**src/design/twad_pkg.sv**
```systemverilog
// ----------------------------------------------------------------------------
// twad_pkg
// Codes and defaults shared by the TCM window address decoder and its checker.
// ----------------------------------------------------------------------------
`default_nettype none

package twad_pkg;

	localparam int unsigned ITCM_BYTES_DFLT     = 32768;
	localparam int unsigned DTCM_BYTES_DFLT     = 16384;
	localparam int unsigned MAIN_RAM_BYTES_DFLT = 4194304;

	localparam int unsigned PADDR_W = 5;

	typedef logic [3:0] tgt_t;
	localparam tgt_t TGT_ITCM  = 4'd0;
	localparam tgt_t TGT_DTCM  = 4'd1;
	localparam tgt_t TGT_MAIN  = 4'd2;
	localparam tgt_t TGT_SWRAM = 4'd3;
	localparam tgt_t TGT_IO    = 4'd4;
	localparam tgt_t TGT_PAL   = 4'd5;
	localparam tgt_t TGT_BGA   = 4'd6;
	localparam tgt_t TGT_BGB   = 4'd7;
	localparam tgt_t TGT_OBJA  = 4'd8;
	localparam tgt_t TGT_OBJB  = 4'd9;
	localparam tgt_t TGT_LCDC  = 4'd10;
	localparam tgt_t TGT_OAM   = 4'd11;
	localparam tgt_t TGT_CART  = 4'd12;
	localparam tgt_t TGT_BIOS  = 4'd13;
	localparam tgt_t TGT_NONE  = 4'd14;

	typedef logic [1:0] eng_t;
	localparam eng_t ENG_NONE = 2'd0;
	localparam eng_t ENG_A    = 2'd1;
	localparam eng_t ENG_B    = 2'd2;

	typedef logic [1:0] bus_t;
	localparam bus_t BUS_INSTR = 2'd0;
	localparam bus_t BUS_DATA  = 2'd1;
	localparam bus_t BUS_SYS   = 2'd2;

	typedef logic [1:0] src_t;
	localparam src_t SRC_DIRECT = 2'd0;
	localparam src_t SRC_ITCM   = 2'd1;
	localparam src_t SRC_DTCM   = 2'd2;
	localparam src_t SRC_MAIN   = 2'd3;

	typedef logic [7:0] region_t;
	localparam region_t RGN_MAIN  = 8'h02;
	localparam region_t RGN_SWRAM = 8'h03;
	localparam region_t RGN_IO    = 8'h04;
	localparam region_t RGN_PAL   = 8'h05;
	localparam region_t RGN_VRAM  = 8'h06;
	localparam region_t RGN_OAM   = 8'h07;
	localparam region_t RGN_CART  = 8'h08;
	localparam region_t RGN_BIOS  = 8'hFF;

	typedef logic [2:0] cfg_idx_t;
	localparam cfg_idx_t CFG_ITCM_BASE    = 3'd0;
	localparam cfg_idx_t CFG_ITCM_LIMIT   = 3'd1;
	localparam cfg_idx_t CFG_DTCM_BASE    = 3'd2;
	localparam cfg_idx_t CFG_DTCM_LIMIT   = 3'd3;
	localparam cfg_idx_t CFG_TCM_ENABLES  = 3'd4;
	localparam cfg_idx_t CFG_SWRAM_MAPPED = 3'd5;
	localparam cfg_idx_t CFG_SWRAM_MASK   = 3'd6;

endpackage

`default_nettype wire

```
**src/design/tcm_window_address_decoder.sv**
```systemverilog
// Each transfer's result is valid once it has passed through all four registered stages.
// Throughput: one transfer per cycle; each stage advances when the next has room,
// so the input stalls only while all four stages hold transfers and out_ready is low.
// Reset (arst_n low) clears all configuration registers to 0 and empties the pipe.
// ----------------------------------------------------------------------------
// tcm_window_address_decoder
// Decodes one bus access into target, byte offset and renderer notify range.
// Stage 1 window compare, stage 2 region decode and reciprocal multiply,
// stage 3 quotient back-multiply, stage 4 remainder fix-up and output.
// ----------------------------------------------------------------------------
`default_nettype none

module tcm_window_address_decoder
	import twad_pkg::*;
#(
	parameter int unsigned ITCM_BYTES     = ITCM_BYTES_DFLT,
	parameter int unsigned DTCM_BYTES     = DTCM_BYTES_DFLT,
	parameter int unsigned MAIN_RAM_BYTES = MAIN_RAM_BYTES_DFLT
) (
	input  wire logic               clk,
	input  wire logic               arst_n,

	input  wire logic               psel,
	input  wire logic               penable,
	input  wire logic               pwrite,
	input  wire logic [PADDR_W-1:0] paddr,
	input  wire logic [31:0]        pwdata,
	output logic      [31:0]        prdata,
	output logic                    pready,

	input  wire logic               in_valid,
	output logic                    in_ready,
	input  wire logic [31:0]        address,
	input  wire logic               is_write,
	input  wire logic [1:0]         bus_kind,
	input  wire logic [1:0]         access_size,
	input  wire logic [63:0]        write_data,

	output logic                    out_valid,
	input  wire logic               out_ready,
	output logic [3:0]              target,
	output logic [21:0]             offset,
	output logic [1:0]              notify_engine,
	output logic [20:0]             notify_lo,
	output logic [21:0]             notify_hi,
	output logic [63:0]             data_out
);

	// Modulo by constant: q = (x * M) >> (32 + L), off by at most one, fixed in stage 4.
	localparam int unsigned IL = $clog2(ITCM_BYTES);
	localparam int unsigned DL = $clog2(DTCM_BYTES);
	localparam int unsigned ML = $clog2(MAIN_RAM_BYTES);

	localparam logic [63:0] ITCM_M64 = (64'd1 << (32 + IL)) / 64'(ITCM_BYTES);
	localparam logic [63:0] DTCM_M64 = (64'd1 << (32 + DL)) / 64'(DTCM_BYTES);
	localparam logic [63:0] MAIN_M64 = (64'd1 << (32 + ML)) / 64'(MAIN_RAM_BYTES);
	localparam logic [32:0] ITCM_M   = ITCM_M64[32:0];
	localparam logic [32:0] DTCM_M   = DTCM_M64[32:0];
	localparam logic [32:0] MAIN_M   = MAIN_M64[32:0];

	localparam logic [IL:0] ITCM_C = (IL + 1)'(ITCM_BYTES);
	localparam logic [DL:0] DTCM_C = (DL + 1)'(DTCM_BYTES);
	localparam logic [ML:0] MAIN_C = (ML + 1)'(MAIN_RAM_BYTES);

	// ------------------------------------------------------------------
	// Configuration
	// ------------------------------------------------------------------
	logic [31:0] itcm_base_q, itcm_limit_q, dtcm_base_q, dtcm_limit_q;
	logic [3:0]  tcm_enables_q;
	logic        swram_mapped_q;
	logic [15:0] swram_mask_q;
	cfg_idx_t    cfg_idx;

	assign pready  = 1'b1;
	assign cfg_idx = paddr[4:2];

	always_ff @(posedge clk or negedge arst_n) begin
		if (!arst_n) begin
			itcm_base_q    <= '0;
			itcm_limit_q   <= '0;
			dtcm_base_q    <= '0;
			dtcm_limit_q   <= '0;
			tcm_enables_q  <= '0;
			swram_mapped_q <= 1'b0;
			swram_mask_q   <= '0;
		end else if (psel && penable && pwrite) begin
			unique case (cfg_idx)
				CFG_ITCM_BASE:    itcm_base_q    <= pwdata;
				CFG_ITCM_LIMIT:   itcm_limit_q   <= pwdata;
				CFG_DTCM_BASE:    dtcm_base_q    <= pwdata;
				CFG_DTCM_LIMIT:   dtcm_limit_q   <= pwdata;
				CFG_TCM_ENABLES:  tcm_enables_q  <= pwdata[3:0];
				CFG_SWRAM_MAPPED: swram_mapped_q <= pwdata[0];
				CFG_SWRAM_MASK:   swram_mask_q   <= pwdata[15:0];
				default: ;
			endcase
		end
	end

	always_comb begin
		unique case (cfg_idx)
			CFG_ITCM_BASE:    prdata = itcm_base_q;
			CFG_ITCM_LIMIT:   prdata = itcm_limit_q;
			CFG_DTCM_BASE:    prdata = dtcm_base_q;
			CFG_DTCM_LIMIT:   prdata = dtcm_limit_q;
			CFG_TCM_ENABLES:  prdata = {28'd0, tcm_enables_q};
			CFG_SWRAM_MAPPED: prdata = {31'd0, swram_mapped_q};
			CFG_SWRAM_MASK:   prdata = {16'd0, swram_mask_q};
			default:          prdata = '0;
		endcase
	end

	// ------------------------------------------------------------------
	// Pipeline flow control
	// ------------------------------------------------------------------
	logic valid_s1, valid_s2, valid_s3, valid_s4;
	logic en_s1, en_s2, en_s3, en_s4;

	assign en_s4    = !valid_s4 || out_ready;
	assign en_s3    = !valid_s3 || en_s4;
	assign en_s2    = !valid_s2 || en_s3;
	assign en_s1    = !valid_s1 || en_s2;
	assign in_ready = en_s1;

	always_ff @(posedge clk or negedge arst_n) begin
		if (!arst_n) begin
			valid_s1 <= 1'b0;
			valid_s2 <= 1'b0;
			valid_s3 <= 1'b0;
			valid_s4 <= 1'b0;
		end else begin
			if (en_s1) valid_s1 <= in_valid;
			if (en_s2) valid_s2 <= valid_s1;
			if (en_s3) valid_s3 <= valid_s2;
			if (en_s4) valid_s4 <= valid_s3;
		end
	end

	// ------------------------------------------------------------------
	// Stage 1: TCM window compare and base subtract
	// ------------------------------------------------------------------
	logic in_itcm, in_dtcm, bus_sys, bus_data, hit_i, hit_d;

	assign in_itcm  = (address >= itcm_base_q) && (address <= itcm_limit_q);
	assign in_dtcm  = (address >= dtcm_base_q) && (address <= dtcm_limit_q);
	assign bus_sys  = (bus_kind == BUS_SYS);
	assign bus_data = (bus_kind == BUS_DATA);

	always_comb begin
		if (!is_write) begin
			hit_i = tcm_enables_q[0] && !bus_sys && in_itcm;
			hit_d = !hit_i && tcm_enables_q[2] && bus_data && in_dtcm;
		end else begin
			hit_i = !bus_sys && tcm_enables_q[1] && in_itcm;
			hit_d = !hit_i && !bus_sys && tcm_enables_q[3] && in_dtcm;
		end
	end

	logic [31:0] addr_s1, diff_i_s1, diff_d_s1;
	logic        wr_s1, hit_i_s1, hit_d_s1;
	logic [3:0]  size_s1;
	logic [63:0] data_s1;

	always_ff @(posedge clk) begin
		if (en_s1) begin
			addr_s1   <= address;
			wr_s1     <= is_write;
			size_s1   <= 4'd1 << access_size;
			data_s1   <= is_write ? write_data : 64'd0;
			hit_i_s1  <= hit_i;
			hit_d_s1  <= hit_d;
			diff_i_s1 <= address - itcm_base_q;
			diff_d_s1 <= address - dtcm_base_q;
		end
	end

	// ------------------------------------------------------------------
	// Stage 2: region decode, reciprocal multiply
	// ------------------------------------------------------------------
	tgt_t        tgt_c;
	src_t        src_c;
	eng_t        eng_c;
	logic [21:0] off_c, nhi_c;
	logic [20:0] nlo_c;

	always_comb begin
		tgt_c = TGT_NONE;
		src_c = SRC_DIRECT;
		off_c = '0;
		eng_c = ENG_NONE;
		nlo_c = '0;
		nhi_c = '0;
		if (hit_i_s1) begin
			tgt_c = TGT_ITCM;
			src_c = SRC_ITCM;
		end else if (hit_d_s1) begin
			tgt_c = TGT_DTCM;
			src_c = SRC_DTCM;
		end else begin
			unique case (addr_s1[31:24]) inside
				RGN_MAIN: begin
					tgt_c = TGT_MAIN;
					src_c = SRC_MAIN;
				end
				RGN_SWRAM: begin
					if (swram_mapped_q) begin
						tgt_c = TGT_SWRAM;
						off_c = {6'd0, addr_s1[15:0] & swram_mask_q};
					end
				end
				RGN_IO: begin
					tgt_c = TGT_IO;
					off_c = addr_s1[21:0];
				end
				RGN_PAL, RGN_OAM: begin
					tgt_c = addr_s1[25] ? TGT_OAM : TGT_PAL;
					off_c = {11'd0, addr_s1[10:0]};
					if (wr_s1) begin
						eng_c = addr_s1[10] ? ENG_B : ENG_A;
						nlo_c = {11'd0, addr_s1[9:0]};
						nhi_c = {12'd0, addr_s1[9:0]} + {18'd0, size_s1};
					end
				end
				RGN_VRAM: begin
					if (!addr_s1[23]) begin
						tgt_c = TGT_BGA + {2'd0, addr_s1[22:21]};
						off_c = {1'b0, addr_s1[20:0]};
						eng_c = addr_s1[21] ? ENG_B : ENG_A;
					end else begin
						tgt_c = TGT_LCDC;
						off_c = {2'd0, addr_s1[19:0]};
						eng_c = ENG_A;
					end
					if (wr_s1) begin
						nlo_c = off_c[20:0];
						nhi_c = off_c + {18'd0, size_s1};
					end else begin
						eng_c = ENG_NONE;
					end
				end
				RGN_CART: begin
					tgt_c = TGT_CART;
					off_c = addr_s1[21:0];
				end
				RGN_BIOS: begin
					if (!wr_s1 && (addr_s1[31:16] == 16'hFFFF)) begin
						tgt_c = TGT_BIOS;
						off_c = {7'd0, addr_s1[14:0]};
					end
				end
				default: ;
			endcase
		end
	end

	logic [64:0] prod_i, prod_d, prod_m;

	assign prod_i = 65'(diff_i_s1) * 65'(ITCM_M);
	assign prod_d = 65'(diff_d_s1) * 65'(DTCM_M);
	assign prod_m = 65'(addr_s1) * 65'(MAIN_M);

	tgt_t        tgt_s2;
	src_t        src_s2;
	eng_t        eng_s2;
	logic [21:0] off_s2, nhi_s2;
	logic [20:0] nlo_s2;
	logic [63:0] data_s2;
	logic [31:0] q_i_s2, q_d_s2, q_m_s2;
	logic [IL:0] x_i_s2;
	logic [DL:0] x_d_s2;
	logic [ML:0] x_m_s2;

	always_ff @(posedge clk) begin
		if (en_s2) begin
			tgt_s2  <= tgt_c;
			src_s2  <= src_c;
			eng_s2  <= eng_c;
			off_s2  <= off_c;
			nlo_s2  <= nlo_c;
			nhi_s2  <= nhi_c;
			data_s2 <= data_s1;
			q_i_s2  <= 32'(prod_i >> (32 + IL));
			q_d_s2  <= 32'(prod_d >> (32 + DL));
			q_m_s2  <= 32'(prod_m >> (32 + ML));
			x_i_s2  <= diff_i_s1[IL:0];
			x_d_s2  <= diff_d_s1[DL:0];
			x_m_s2  <= addr_s1[ML:0];
		end
	end

	// ------------------------------------------------------------------
	// Stage 3: quotient times divisor, low bits only
	// ------------------------------------------------------------------
	tgt_t        tgt_s3;
	src_t        src_s3;
	eng_t        eng_s3;
	logic [21:0] off_s3, nhi_s3;
	logic [20:0] nlo_s3;
	logic [63:0] data_s3;
	logic [IL:0] x_i_s3, rp_i_s3;
	logic [DL:0] x_d_s3, rp_d_s3;
	logic [ML:0] x_m_s3, rp_m_s3;

	always_ff @(posedge clk) begin
		if (en_s3) begin
			tgt_s3  <= tgt_s2;
			src_s3  <= src_s2;
			eng_s3  <= eng_s2;
			off_s3  <= off_s2;
			nlo_s3  <= nlo_s2;
			nhi_s3  <= nhi_s2;
			data_s3 <= data_s2;
			x_i_s3  <= x_i_s2;
			x_d_s3  <= x_d_s2;
			x_m_s3  <= x_m_s2;
			rp_i_s3 <= (IL + 1)'(q_i_s2[IL:0] * ITCM_C);
			rp_d_s3 <= (DL + 1)'(q_d_s2[DL:0] * DTCM_C);
			rp_m_s3 <= (ML + 1)'(q_m_s2[ML:0] * MAIN_C);
		end
	end

	// ------------------------------------------------------------------
	// Stage 4: remainder correction, offset select, output register
	// ------------------------------------------------------------------
	logic [IL:0] r_i, r_i_fix;
	logic [DL:0] r_d, r_d_fix;
	logic [ML:0] r_m, r_m_fix;
	logic [21:0] off_fin;

	assign r_i     = x_i_s3 - rp_i_s3;
	assign r_d     = x_d_s3 - rp_d_s3;
	assign r_m     = x_m_s3 - rp_m_s3;
	assign r_i_fix = (r_i >= ITCM_C) ? r_i - ITCM_C : r_i;
	assign r_d_fix = (r_d >= DTCM_C) ? r_d - DTCM_C : r_d;
	assign r_m_fix = (r_m >= MAIN_C) ? r_m - MAIN_C : r_m;

	always_comb begin
		case (src_s3)
			SRC_ITCM: off_fin = 22'(r_i_fix);
			SRC_DTCM: off_fin = 22'(r_d_fix);
			SRC_MAIN: off_fin = 22'(r_m_fix);
			default:  off_fin = off_s3;
		endcase
	end

	tgt_t        tgt_s4;
	eng_t        eng_s4;
	logic [21:0] off_s4, nhi_s4;
	logic [20:0] nlo_s4;
	logic [63:0] data_s4;

	always_ff @(posedge clk) begin
		if (en_s4) begin
			tgt_s4  <= tgt_s3;
			off_s4  <= off_fin;
			eng_s4  <= eng_s3;
			nlo_s4  <= nlo_s3;
			nhi_s4  <= nhi_s3;
			data_s4 <= data_s3;
		end
	end

	assign out_valid     = valid_s4;
	assign target        = tgt_s4;
	assign offset        = off_s4;
	assign notify_engine = eng_s4;
	assign notify_lo     = nlo_s4;
	assign notify_hi     = nhi_s4;
	assign data_out      = data_s4;

endmodule

`default_nettype wire

```
**config.mk**
```make
export PLATFORM = sky130hd
export DESIGN_NAME = tcm_window_address_decoder
export DESIGN_NICKNAME = d
export VERILOG_FILES = /design/src/design/twad_pkg.sv /design/src/design/tcm_window_address_decoder.sv
export SDC_FILE = /design/constraint.sdc
export NUM_CORES = 1
export LEC_CHECK = 0
export ABC_AREA = 0
export BUFFER_PORTS_ARGS = -buffer_cell sky130_fd_sc_hd__clkbuf_2
export CORE_ASPECT_RATIO = 1.25
export CORE_UTILIZATION = 60
export DETAILED_ROUTE_END_ITERATION = 8
export PLACE_DENSITY = 0.81
export SLEW_MARGIN = 30
export SYNTH_ARGS = -nofsm -noshare
export SYNTH_HDL_FRONTEND = slang
export SYNTH_SLANG_ARGS = --single-unit
```
**constraint.sdc**
```tcl
create_clock -name clk -period 18.1 [get_ports clk]
set_clock_uncertainty 0.05 [all_clocks]
set_input_delay 0.905 -clock clk [delete_from_list [all_inputs] [get_ports clk]]
set_output_delay 0.905 -clock clk [all_outputs]
set_load 0.05 [all_outputs]
```
* Word-level counts from Yosys, hierarchy flattened
Cells that the tools add are included.
Storage, ports and cells: word-level logic and storage cells 164, register bits 810, output and inout bits 170
Operators by class: mux-type cells 34, $add $sub $neg 11, magnitude comparators 7, bitwise gates (word level) 1, reduce and logical (&&, ||, !) cells 38, equality and inequality tests 20, shift operators 1
Operators by type and width (number):
- $pmux 32 s7 | 1
- $mux 22 | 5
- $pmux 22 s5 | 1
- $pmux 22 s3 | 1
- $ge 32x32->1 | 2
- $le 32x32->1 | 2
- $pmux 22 s2 | 1
- $mux 21 | 2
- $pmux 21 s2 | 1
- $eq 8x3->1 const B | 4
- $mux 16 | 2
- $sub 16x16->16 | 2
- $mux 15 | 2
- $sub 15x15->15 | 2
- $pmux 4 s7 | 1
- $ge 23x23->1 const B | 1
- $sub 23x23->23 | 1
- $add 22x4->22 | 1
- $sub 22x1->22 const B | 1
- $and 16x16->16 | 1
- $eq 16x16->1 const B | 1
- $eq 8x2->1 const B | 2
- $ge 16x16->1 const B | 1
- $mux 2 | 8
- other kinds (24) | 66

* Longest topological paths before layout
depth after elaboration 9, depth in mapped cells 10

* Worst setup path after synthesis
No wires, ideal clock.
path type input port to flip-flop, from input out_ready, to register data_s2[0], enable pin, library setup time 1.987 ns, path buffers 0, arrival 5.329 ns, stages 2, required time 16.063 ns, path slack 10.733 ns, cells stage by stage nor2b_1 > nand3_1
On the way: longest elaborated chain between the ends 3
Ends and longest elaborated chain:
- start, declared | line tcm_window_address_decoder.sv:40 | input wire logic out_ready,
- $logic_or 1x1->1 | line tcm_window_address_decoder.sv:119 | assign en_s4 = !valid_s4 || out_ready;
- $logic_or 1x1->1 | line tcm_window_address_decoder.sv:120 | assign en_s3 = !valid_s3 || en_s4;
- $logic_or 1x1->1 | line tcm_window_address_decoder.sv:121 | assign en_s2 = !valid_s2 || en_s3;
- named net en_s2 | line tcm_window_address_decoder.sv:117 | logic en_s1, en_s2, en_s3, en_s4;
- end signal, assigned | line tcm_window_address_decoder.sv:281 | data_s2 <= data_s1;
- end, declared | line tcm_window_address_decoder.sv:267 | logic [63:0] data_s2;
The timed path passes the listed nets, and every way through them passes these cells. A chain may end at the register's enable or synchronous reset.

* Worst setup path after layout
from input paddr[3], to output prdata[7]
On the way: longest elaborated chain between the ends 2, elaborated cells on any way between the ends 8
Ends and longest elaborated chain:
- start, declared | line tcm_window_address_decoder.sv:26 | input wire logic [PADDR_W-1:0] paddr,
- $eq 3x3->1 (tied with other cells) | line tcm_window_address_decoder.sv:101 | unique case (cfg_idx)
- $pmux 32 s7 (*) | line tcm_window_address_decoder.sv:101
- end, declared | line tcm_window_address_decoder.sv:28 | output logic [31:0] prdata,
Mark *: on every way between the ends. The rest lies on a longest branch, timed or not.

==> qor.txt <==
First-pass GRT wire length - 102000 um
Via density - 5.74
Global routing usage on met1 - 0.316
Number of buffers added for setup after CTS - 0
Kind of end point of the critical path - output pin
Setup repair after global routing missed its margin - no
Routability cong. - 0.910
FMAX - 0.239 GHz
CTS H-tree depth - 3
Number of clock sinks - 796
Buffers on Ports - 311
Area occupied by multi-input gates - 0.00787 mm^2
Reg-to-reg setup timing slack - 14.69 ns
Share of layout cells above drive strength 1 - 0.192
Fill cell instance count of the final layout - 3414
Reported max-cap violation count - 0
Hold-fix buffers at CTS - 0
Critical path class - primary input to output pin
Post-detailed-route wirelength per cell - 20.4 um
GR peak layer - met2
Detailed-router iteration count before antenna repair - 5
Share of the cycle needed by the critical path after routing - 0.231
Worst hold slack after final layout - 0.293 ns
Pin count of the biggest net entering global routing - 91
Net count of the finished layout - 2777
Sequential cell area - 0.0231 mm^2
Total number of vias - 18400
Post-Synthesis Mean Instance Area - 14.7 um^2
Clock insertion delay at the later pin of the skew report - 0.60 ns
Number of enable-type register cells in the synthesized netlist - 643
Starting Density - 0.613
Ratio of total power to cell area - 133 mW/mm^2
Worst slew margin - 0.275
Top library cells by usage in the layout, fill and taps aside - 643 x sky130_fd_sc_hd__edfxtp_1, 310 x sky130_fd_sc_hd__clkbuf_2, 201 x sky130_fd_sc_hd__nand2_1
Path class of the lowest-slack min-delay path - primary input to asynchronous set/reset pin
Worst-path maximum fanout - 43
Global Route Usage Sum - 0.248
Sort of element at the start of the critical path - primary input
Antenna viol nets, final - 0
Post-Synthesis Net Count - 2444
Site row count - 93
Met3 demand-to-capacity share in global routing - 0.0413
Met2 global-route usage - 0.423
Longest Clk Path Bufs - 3
Worst supply voltage drop on vdd - 0.0000794 V
Total wirelength of the detailed-routed design - 65500 um
Iteration-0 DRC count of the detailed router - 1504
Num CTS Buffers - 73
CTS tree - yes
Y dimension of the die - 259 um
Area growth from synthesis to layout - 14.3%
Number of warning messages in the yosys log - 0
Worst slew pin tran - 1.07 ns
Commonest non-fill, non-tap cell in the layout - sky130_fd_sc_hd__edfxtp_1
Endpoint required time on the critical path - 17.15 ns
Area of the core - 0.0519 mm^2
Sum Neg Setup Slack - 0 ns
Post-route DRC violation count - 0
Antenna violations before repair - 1
Cell count after synthesis - 2164
Predominant post-synthesis flop cell - sky130_fd_sc_hd__edfxtp_1
Clock tree root buffer cell - sky130_fd_sc_hd__clkbuf_16
Post-layout min period - 4.18 ns
GRT Residual Overflow - 0
Chip Width - 208 um
Floorplan die area - 0.0539 mm^2
Unique cell type count in the Yosys netlist - 73
Final count of pins violating max slew - 0
Final setup vio count - 0
Result of the run - finished, final reports clean
Half-perimeter wire length of the detailed placement result - 46900 um
Top-Level Pins - 315
Final hold violation count - 0
Post-synthesis cell area - 0.0318 mm^2
Via count of the first global-routing pass - 18700
Share of flip-flops with an asynchronous set or reset - 0.192
Register area share after synthesis - 0.728
Clock slew at the register clock pins of the worst setup and hold paths - 0.07 ns
Leakage power total - 14.9 nW
Count of state elements after synthesis - 796
Arrival @ worst endpoint - 3.22 ns
Post-cts repair resize count - 0
## registers in the layout (all words and copies together), names as in the netlist, 22 cells and up
signal / cells
offset: 22
nhi_s2: 22
x_m_s2: 22
data_out: 64
addr_s1: 32
off_s3: 22
dtcm_limit_q: 32
dtcm_base_q: 32
notify_hi: 22
itcm_base_q: 32
nhi_s3: 22
data_s1: 64
x_m_s3: 22
data_s2: 64
data_s3: 64
off_s2: 22
itcm_limit_q: 32
## power breakdown
| group | internal [mW] | total, mW | switching [mW] |
|---|---|---|---|
| clock | 0.822 | 1.45 | 0.630 |
| sequential | 2.41 | 2.55 | 0.141 |
| combinational | 0.254 | 0.832 | 0.578 |
## worst max-delay path: stages
cell and delay (ns):
sky130_fd_sc_hd__clkbuf_2 0.08, sky130_fd_sc_hd__buf_4 0.40, sky130_fd_sc_hd__inv_1 0.21, sky130_fd_sc_hd__nor2_1 0.78, sky130_fd_sc_hd__a22oi_1 0.21, sky130_fd_sc_hd__o22ai_1 0.28
sky130_fd_sc_hd__clkbuf_2 0.35
## final cells by class
cell class | count | share of cell area
sequential | 796 | 0.637
tap | 665 | 0.0229
antenna | 1 | 0.0000688
clock inverter | 33 | 0.00854
clock buffer | 91 | 0.0527
timing repair buffer | 329 | 0.0470
multi-input combinational | 1147 | 0.217
inverter | 150 | 0.0156
## path summary, 6_finish.rpt
check / from / to / cells after the start
max in group asynchronous: arst_n / dtcm_limit_q[17] / 2
setup reg to reg: dtcm_limit_q[17] / hit_d_s1 / 9
hold reg to reg: x_d_s2[10] / x_d_s3[10] / 0
setup / recovery: paddr[3] / prdata[7] / 7
hold / removal: arst_n / itcm_base_q[24] / 1
min in group clk: x_d_s2[10] / x_d_s3[10] / 0
## stage by stage
stage | area [um^2] | total power [mW] | utilization | instances | worst slack, ns
3_3_place_gp | 34100 | 3.36 | 0.657 | 3086 | 13.86
4_1_cts | 36300 | 4.86 | 0.700 | 3210 | 13.81
6_report | 36300 | 4.83 | 0.700 | 3212 | 13.92
2_1_floorplan | 31800 | 3.16 | - | 2164 | 10.73
5_1_grt | 36300 | 5.04 | 0.700 | 3212 | 13.81
3_5_place_dp | 34100 | 3.41 | 0.657 | 3086 | 13.82
## layer usage
metal	vias to the layer above	share of wire
li1	8633	-
met1	8987	0.40
met2	686	0.50
met3	125	0.066
met4	0	0.035
met5	-	0
## logic make-up (layout without fill, tap and decap cells)
group	count (synthesis)	after routing	synth area share
other	1	2	0.000118
AOI/OAI and AO/OA	404	404	0.0764
muxes	46	46	0.0218
DFF	796	796	0.728
buffers and inverters	221	603	0.0268
and+or+nand+nor	520	520	0.0820
adders and majority gates	135	135	0.0538
xor gates and xnor gates	41	41	0.0113
## synth_stat cells, types with 4 or more instances
master | n | area (um^2)
sky130_fd_sc_hd__edfxtp_1 | 643 | 19300
sky130_fd_sc_hd__nand2_1 | 202 | 758
sky130_fd_sc_hd__o21ai_0 | 166 | 831
sky130_fd_sc_hd__dfrtp_1 | 153 | 3830
sky130_fd_sc_hd__inv_1 | 150 | 563
sky130_fd_sc_hd__ha_1 | 132 | 1650
sky130_fd_sc_hd__and2_1 | 91 | 569
sky130_fd_sc_hd__a21oi_1 | 84 | 420
sky130_fd_sc_hd__nor2_1 | 69 | 259
sky130_fd_sc_hd__clkbuf_1 | 62 | 233
sky130_fd_sc_hd__a22oi_1 | 58 | 435
sky130_fd_sc_hd__nand4_1 | 30 | 188
sky130_fd_sc_hd__nand3_1 | 28 | 140
sky130_fd_sc_hd__mux2_2 | 27 | 304
sky130_fd_sc_hd__xnor2_1 | 25 | 219
sky130_fd_sc_hd__nor3_1 | 19 | 95.1
sky130_fd_sc_hd__nand2b_1 | 17 | 106
sky130_fd_sc_hd__mux4_2 | 16 | 360
sky130_fd_sc_hd__xor2_1 | 16 | 140
sky130_fd_sc_hd__a21o_1 | 15 | 113
sky130_fd_sc_hd__nor3b_1 | 15 | 113
sky130_fd_sc_hd__o22ai_1 | 15 | 93.8
sky130_fd_sc_hd__nor2b_1 | 11 | 68.8
sky130_fd_sc_hd__a22o_1 | 9 | 78.8
sky130_fd_sc_hd__a31oi_1 | 8 | 50.1
sky130_fd_sc_hd__nor4_1 | 8 | 50.1
sky130_fd_sc_hd__a211oi_1 | 7 | 52.6
sky130_fd_sc_hd__and3_1 | 7 | 43.8
sky130_fd_sc_hd__a211o_1 | 5 | 43.8
sky130_fd_sc_hd__o211ai_1 | 5 | 37.5
sky130_fd_sc_hd__a21boi_0 | 4 | 30.0
(Power assumes the default switching activity.)
